### src/sv/slps_pkg.sv
`timescale 1ns / 1ps

package slps_pkg;

    // sizes of the skeleton store and the blend
    localparam int MAX_BONES   = 64;
    localparam int INFLUENCES  = 4;
    localparam int BONE_WORDS  = 12;
    localparam int ROWS        = 3;
    localparam int COLS        = 4;
    localparam int CORNERS     = 8;
    localparam int STORE_DEPTH = MAX_BONES * BONE_WORDS;

    localparam int ADDR_W   = $clog2(STORE_DEPTH);
    localparam int BONE_W   = (MAX_BONES > 1) ? $clog2(MAX_BONES) : 1;
    localparam int JOINT_W  = (INFLUENCES > 1) ? $clog2(INFLUENCES) : 1;
    localparam int ROW_W    = $clog2(ROWS);
    localparam int COL_W    = $clog2(COLS);
    localparam int CORNER_W = $clog2(CORNERS);
    localparam int CFG_IDX_W = 3;

    // arithmetic widths
    localparam int MUL_W     = 33;
    localparam int PROD_W    = 64;
    localparam int ACC_W     = 52;
    localparam int FRAC_BITS = 16;
    localparam int WGT_FRAC  = 15;

    localparam logic signed [31:0] INT32_MAX = 32'sh7FFF_FFFF;
    localparam logic signed [31:0] INT32_MIN = 32'sh8000_0000;
    localparam logic signed [31:0] MIN_RESET = 32'sh7FFF_FFFF;
    localparam logic signed [31:0] ONE_Q16   = 32'sh0001_0000;
    localparam logic signed [31:0] TY_Y_RESET = 32'sh0001_0000;

    typedef enum logic [1:0] {
        CMD_LOAD          = 2'd0,
        CMD_SAMPLE        = 2'd1,
        CMD_FINISH        = 2'd2,
        CMD_FINISH_BOUNDS = 2'd3
    } cmd_t;

    typedef enum logic [CFG_IDX_W-1:0] {
        CFG_HAS_SKELETON = 3'd0,
        CFG_BONE_COUNT   = 3'd1,
        CFG_TY_X         = 3'd2,
        CFG_TY_Y         = 3'd3,
        CFG_TY_Z         = 3'd4,
        CFG_TY_W         = 3'd5
    } cfg_index_t;

    typedef enum logic [3:0] {
        ST_IDLE,
        ST_JOINT,
        ST_READ,
        ST_MUL,
        ST_ACC,
        ST_WMUL,
        ST_WACC,
        ST_POSE,
        ST_MIN,
        ST_EMIT
    } state_t;

    typedef enum logic [1:0] {
        MODE_SKIN,
        MODE_XFORM,
        MODE_BOX
    } mode_t;

    typedef struct packed {
        cmd_t               cmd;
        logic signed [31:0] pos_x;
        logic signed [31:0] pos_y;
        logic signed [31:0] pos_z;
        logic signed [31:0] bound_max_x;
        logic signed [31:0] bound_max_y;
        logic signed [31:0] bound_max_z;
        logic [31:0]        joint_indices;
        logic [63:0]        joint_weights;
        logic [5:0]         bone_index;
        logic [3:0]         matrix_element;
        logic signed [31:0] matrix_value;
    } slps_in_t;

    typedef struct packed {
        logic               found;
        logic signed [31:0] min_y;
    } slps_out_t;

    // control from the sequencer to the multiply-accumulate unit
    typedef struct packed {
        logic mul_en;
        logic row_add;
        logic row_last;
    } mac_ctrl_t;

    function automatic logic signed [31:0] sat32(input logic signed [ACC_W-1:0] v);
        logic signed [31:0] r;
        if (v > ACC_W'(INT32_MAX)) begin
            r = INT32_MAX;
        end else if (v < ACC_W'(INT32_MIN)) begin
            r = INT32_MIN;
        end else begin
            r = v[31:0];
        end
        return r;
    endfunction

endpackage

### src/sv/slps_mac.sv
`timescale 1ns / 1ps

module slps_mac (
    input  logic                                aclk,
    input  logic                                aresetn,
    input  slps_pkg::mac_ctrl_t                 ctrl,
    input  logic signed [slps_pkg::MUL_W-1:0]   mul_a,
    input  logic signed [slps_pkg::MUL_W-1:0]   mul_b,
    output logic signed [slps_pkg::PROD_W-1:0]  prod,
    output logic signed [31:0]                  row_value
);
    import slps_pkg::*;

    logic signed [2*MUL_W-1:0]  full_prod;
    logic signed [PROD_W-1:0]   prod_reg;
    logic signed [ACC_W-1:0]    rsum_reg;
    logic signed [ACC_W-1:0]    rsum_next;
    logic signed [ACC_W-1:0]    term;
    logic signed [31:0]         row_value_reg;

    // shared signed multiplier, registered
    assign full_prod = mul_a * mul_b;

    always_ff @(posedge aclk) begin
        if (ctrl.mul_en) begin
            prod_reg <= full_prod[PROD_W-1:0];
        end
    end

    // floor shift of the product and running row sum
    assign term      = ACC_W'(prod_reg >>> FRAC_BITS);
    assign rsum_next = rsum_reg + term;

    always_ff @(posedge aclk) begin
        if (!aresetn) begin
            rsum_reg <= '0;
        end else if (ctrl.row_add) begin
            rsum_reg <= ctrl.row_last ? '0 : rsum_next;
        end
    end

    // saturated row result at the last term
    always_ff @(posedge aclk) begin
        if (ctrl.row_add && ctrl.row_last) begin
            row_value_reg <= sat32(rsum_next);
        end
    end

    assign prod      = prod_reg;
    assign row_value = row_value_reg;

endmodule

### config.mk
export PLATFORM = sky130hd
export DESIGN_NAME = slps_mac
export DESIGN_NICKNAME = d
export VERILOG_FILES = /design/src/sv/slps_pkg.sv /design/src/sv/slps_mac.sv
export SDC_FILE = /design/constraint.sdc
export NUM_CORES = 2
export LEC_CHECK = 0
export ABC_CLOCK_PERIOD_IN_PS = 8350
export CAP_MARGIN = 0
export CORE_AREA = 2 2 280 282
export DETAILED_ROUTE_END_ITERATION = 7
export DIE_AREA = 0 0 282 284
export DONT_BUFFER_PORTS = 1
export HOLD_SLACK_MARGIN = 0.02
export PLACE_DENSITY = 0.91
export SETUP_SLACK_MARGIN = 0.05
export SYNTH_ARGS = -nofsm -noshare
export SYNTH_HDL_FRONTEND = slang
export SYNTH_SLANG_ARGS = --single-unit
### constraint.sdc
create_clock -name aclk -period 8.35 [get_ports aclk]
set_clock_uncertainty 0.1 [all_clocks]
set_input_delay 0.4175 -clock aclk [delete_from_list [all_inputs] [get_ports aclk]]
set_output_delay 0.4175 -clock aclk [all_outputs]
set_load 0.1 [all_outputs]
Word-level counts from Yosys, hierarchy flattened
Cells that the tools add are included.

cells by class
  $add $sub $neg = 1
  multiply operators = 1
  order comparisons = 2
  multiplexer cells = 2
  reduce and logical (&&, ||, !) cells = 1

operators with widths
  operator                                                      count
  multiplier 33 x 33 -> 64 bit                                  1
  adder 52 x 48 -> 52 bit                                       1
  > comparator 52 x 32 -> 1 bit, second input constant          1
  less-than comparator 52 x 32 -> 1 bit, second input constant  1
  2-to-1 mux 52 bit                                             1
  2-to-1 mux 32 bit                                             1
  logical AND 1 bit                                             1

storage, ports and cells
  bits in registers = 148
  input port bits = 71
  logic and storage cells = 10

Logic depth before layout (Yosys ltp)
  word-level depth = 3
  gate-level depth with buffers = 29
  depth with buffers taken out = 28

Worst setup path before layout
Ideal clock, no wire load.

  path kind = input port to flip-flop
  start point = input mul_a[32] (netlist name)
  end point = register prod_reg[62], in the netlist prod[62] (data pin)
  setup time = 0.265 ns
  arrival = 7.711 ns
  data required time = 7.985 ns
  slack = 0.274 ns
  stages = 23
  path through = clkbuf_1 > nand2_1 > inv_1 > fa_1 > fa_1 > fa_1 > fa_1 > fa_1 > fa_1 > fa_1 > fa_1 > ha_1 > or4_1 > o21ai_0 > a211oi_1 > o2111ai_1 > o2111ai_1 > a21o_1 > a31o_2 > a221o_1 > a31oi_1 > o21ai_0 > xor2_1

between the ends
  cells in the longest elaborated chain, start to end = 1

ends and longest elaborated chain
  item                          RTL line        RTL
  start, declared               slps_mac.sv:7   input logic signed [slps_pkg::MUL_W-1:0] mul_a,
  multiplier 33 x 33 -> 64 bit  slps_mac.sv:22  assign full_prod = mul_a * mul_b;
  named net full_prod[62]       slps_mac.sv:14  logic signed [2*MUL_W-1:0] full_prod;
  end signal, assigned          slps_mac.sv:26  prod_reg <= full_prod[PROD_W-1:0];
  end, declared                 slps_mac.sv:15  logic signed [PROD_W-1:0] prod_reg;

The timed path passes the listed nets, and every way through them passes these cells.
A chain may end at the register's enable or synchronous reset.

Worst setup path after layout
  start point = input mul_a[17] (netlist name)
  end point = register prod_reg[59], in the netlist prod[59] (data pin)

The elaborated chain is that of the path after synthesis.

==> impl_metrics.yaml <==
status:
  status: "finished clean"
cells_and_area:
  final_layout_size_suffix_gt1_share_pct: 2.033
  utilization_pct: 61.85
  finalNetCount: 6169
  largest_register_ffs: 64
  synthToLayoutAreaGrowth_pct: 2.390
  fill_count: 5633
setup_path:
  critical_path.max_fanout: 33
  critical-path-top-cell-by-count: "sky130_fd_sc_hd__fa_1"
  worstSetupEndpointType: "flop"
  critical_path_class: "primary input to flop"
  start_kind: "primary input"
  worst_path_max_delay_cell: "sky130_fd_sc_hd__fa_1"
  max_incr_delay_on_cp_ps: 550
  crit_arrival_ps: 8020
  worstPathRequired_ps: 8440
timing:
  relative_max_transition_margin_pct: 27.23
  rsz_0062_raised_after_global_routing: "no"
  timing_hold_violations_final: 0
  slew_limit_fails: 0
  setup_viol_count_final: 0
  clock.fmax_mhz: 126.1
  finalCritPeriodShare_pct: 94.98
  setup_total_negative_slack_ps: 0
  timing.final.crit_period_ps: 7931
  slew_of_the_pin_with_the_lowest_slew_margin_ps: 1091
synthesis:
  synth_top_family_by_area: "adder cells"
  synthesis.yosys.warnings: 0
  synth_compound_gate_area_share_pct: 6.390
  synth.lib_cells_used.distinct: 79
  synth.yosys.seq_area_share_pct: 8.441
  synth_top_flop_cell: "sky130_fd_sc_hd__edfxtp_1"
  synth_area_per_cell_um2: 9.427
  post_synth_fa_ha_maj_area_fraction_pct: 55.57
  synth_edf_count: 96
  ys_ff_latch: 148
  post_synth_instance_area_um2: 46490
  synth_mux_area_share_pct: 0.04307
  postSynthCellCount: 4931
  ys_async_sr_fraction_pct: 0
  synth_xor_xnor_area_share_pct: 2.299
  postSynthNetCount: 6391
  synthesized_area_fraction_occupied_by_and_or_nand_nor_cells_pct: 15.89
clock_network:
  clk-insertion-delay-late_ps: 450
  cts.sinks: 148
  number_of_cts_inserted_buffers: 17
  clk_transition_reported_paths_ps: 70
  h-tree-depth: 4
  cts_root_buffer: "sky130_fd_sc_hd__clkbuf_16"
  cts_tree: "done"
  clock_tree.buffer_depth: 2
  post_cts_resized: 0
global_route:
  grt_first_pass_wirelength_um: 207700
  largest_net_degree_at_the_start_of_global_routing: 57
  track_usage_pct: 33.91
  grt_antenna_before_repair: 1
  grt.overflow.total: 0
  via_count_of_the_first_global_routing_pass: 38050
min_path:
  min_path_type: "primary input to flop"
route:
  vias: 34350
  drt-initial-drc-count: 3389
  route.detailed.vias_per_inst: 5.960
  detail_routed_net_length_per_standard_cell_um: 22.70
  routed_wire_length_um: 130800
  drc: 0
  detailedRoute.firstPassIterationCount: 8
  drt.antenna.violating_nets: 0
floorplanning:
  die_height_um: 284
  die_area_um2: 80090
  num_rows: 102
  total_core_area_um2: 76960
  initial_core_util_pct: 60.41
  dieWidth_um: 282
  top_level_ports: 167
placement:
  detailedPlacementHpwl_um: 103400
  place.port_buffers: 0
  routabilityCongestion: 0.9653
flow_run:
  maxCapViolations: 0
timing repair:
item | 4_1_cts | 5_1_grt
buffers inserted | 0 | 0
hold buffers | 3 | 0
endpoints found under the hold margin | 104 | 0
per-layer routing:
layer / wire length, um / share of wire [%] / track usage, % / up-vias
met2: 57870 / 44 / 51.11 / 2546
met4: 5903 / 4.5 / 13.78 / 0
met3: 20670 / 16 / 15.12 / 481
met5: 0 / 0 / 0 / -
met1: 46370 / 35 / 42.64 / 17140
li1: - / - / - / 14180
cell usage in the layout, fill, tap and decap left out, drive strengths merged, types with 9 or more instances in the layout:
master,synthesis,layout
a211oi,21,21
a21o,43,43
a21oi,125,125
a31oi,15,15
and2,599,599
and3,9,9
buf,16,16
clkbuf,242,19
dfxtp,52,52
edfxtp,96,96
fa,1126,1126
ha,263,263
inv,1136,1144
nand2,583,583
nand2b,24,24
nand3,21,21
nand4,24,24
nor2,47,47
nor2b,61,61
nor3,23,23
nor4,13,13
o211ai,13,13
o21a,15,15
o21ai,97,97
o21bai,15,15
o22ai,42,42
xnor2,80,80
xor2,42,42
cell families after synthesis:
| logic type | Yosys count |
|---|---|
| AOI/OAI and AO/OA | 442 |
| xor gates and xnor gates | 122 |
| adders and majority gates | 1389 |
| buffers and inverters | 1395 |
| DFF | 148 |
| muxes | 2 |
| and+or+nand+nor | 1433 |
critical path: cells and delay by family:
kind            cells  cell delay (ps)
fa+ha+maj           9             4260
buf+inv             5              420
compound gates     11             2750
simple gates        1              150
per-stage QoR:
| stage | hold WS, ps | area [um^2] | setup slack, ps | instances |
|---|---|---|---|---|
| 2_1_floorplan | 430.0 | 46490 | 273.5 | 4931 |
| 3_3_place_gp | 443.3 | 46900 | 275.4 | 5727 |
| 3_5_place_dp | 440.6 | 46900 | 56.23 | 5727 |
| 4_1_cts | 25.58 | 47590 | 533.2 | 5762 |
| 5_1_grt | 24.80 | 47590 | 131.2 | 5762 |
| 6_report | 41.83 | 47600 | 419.2 | 5763 |
worst paths after layout:
check	endpoint	cells after the start	start	slack, ps
setup / recovery	prod[59]	26	mul_a[17]	420
setup reg to reg	row_value[6]	14	prod[16]	2850
hold / removal	rsum_reg[50]	1	aresetn	40
hold reg to reg	rsum_reg[11]	3	rsum_reg[11]	500
Yosys cell counts (all sizes together) (43+ instances only):
cell	number	area [um^2]
clkbuf	242	908.4
inv	1136	4264
nor2b	61	381.6
o21ai	97	601.8
nand2	583	2188
dfxtp	52	1041
ha	263	3291
a21o	43	322.8
fa	1126	22540
edfxtp	96	2883
xnor2	80	700.7
and2	599	3747
a21oi	125	633.1
nor2	47	176.4
cell type report:
| type | instances | area [um^2] | area share [%] |
|---|---|---|---|
| flip-flops and latches | 148 | 3924 | 8.244 |
| clock inverters | 13 | 182.7 | 0.3838 |
| diodes | 1 | 2.502 | 0.005257 |
| multi-input cells | 3388 | 37300 | 78.37 |
| well taps | 1040 | 1301 | 2.734 |
| clock buffers | 19 | 454.2 | 0.9542 |
| repair buffers | 17 | 162.7 | 0.3417 |
| inverters | 1137 | 4268 | 8.967 |
Power is left out: the tool's default activity adds up to more than one toggle a clock period on the data nets, which glitch-free logic cannot reach.
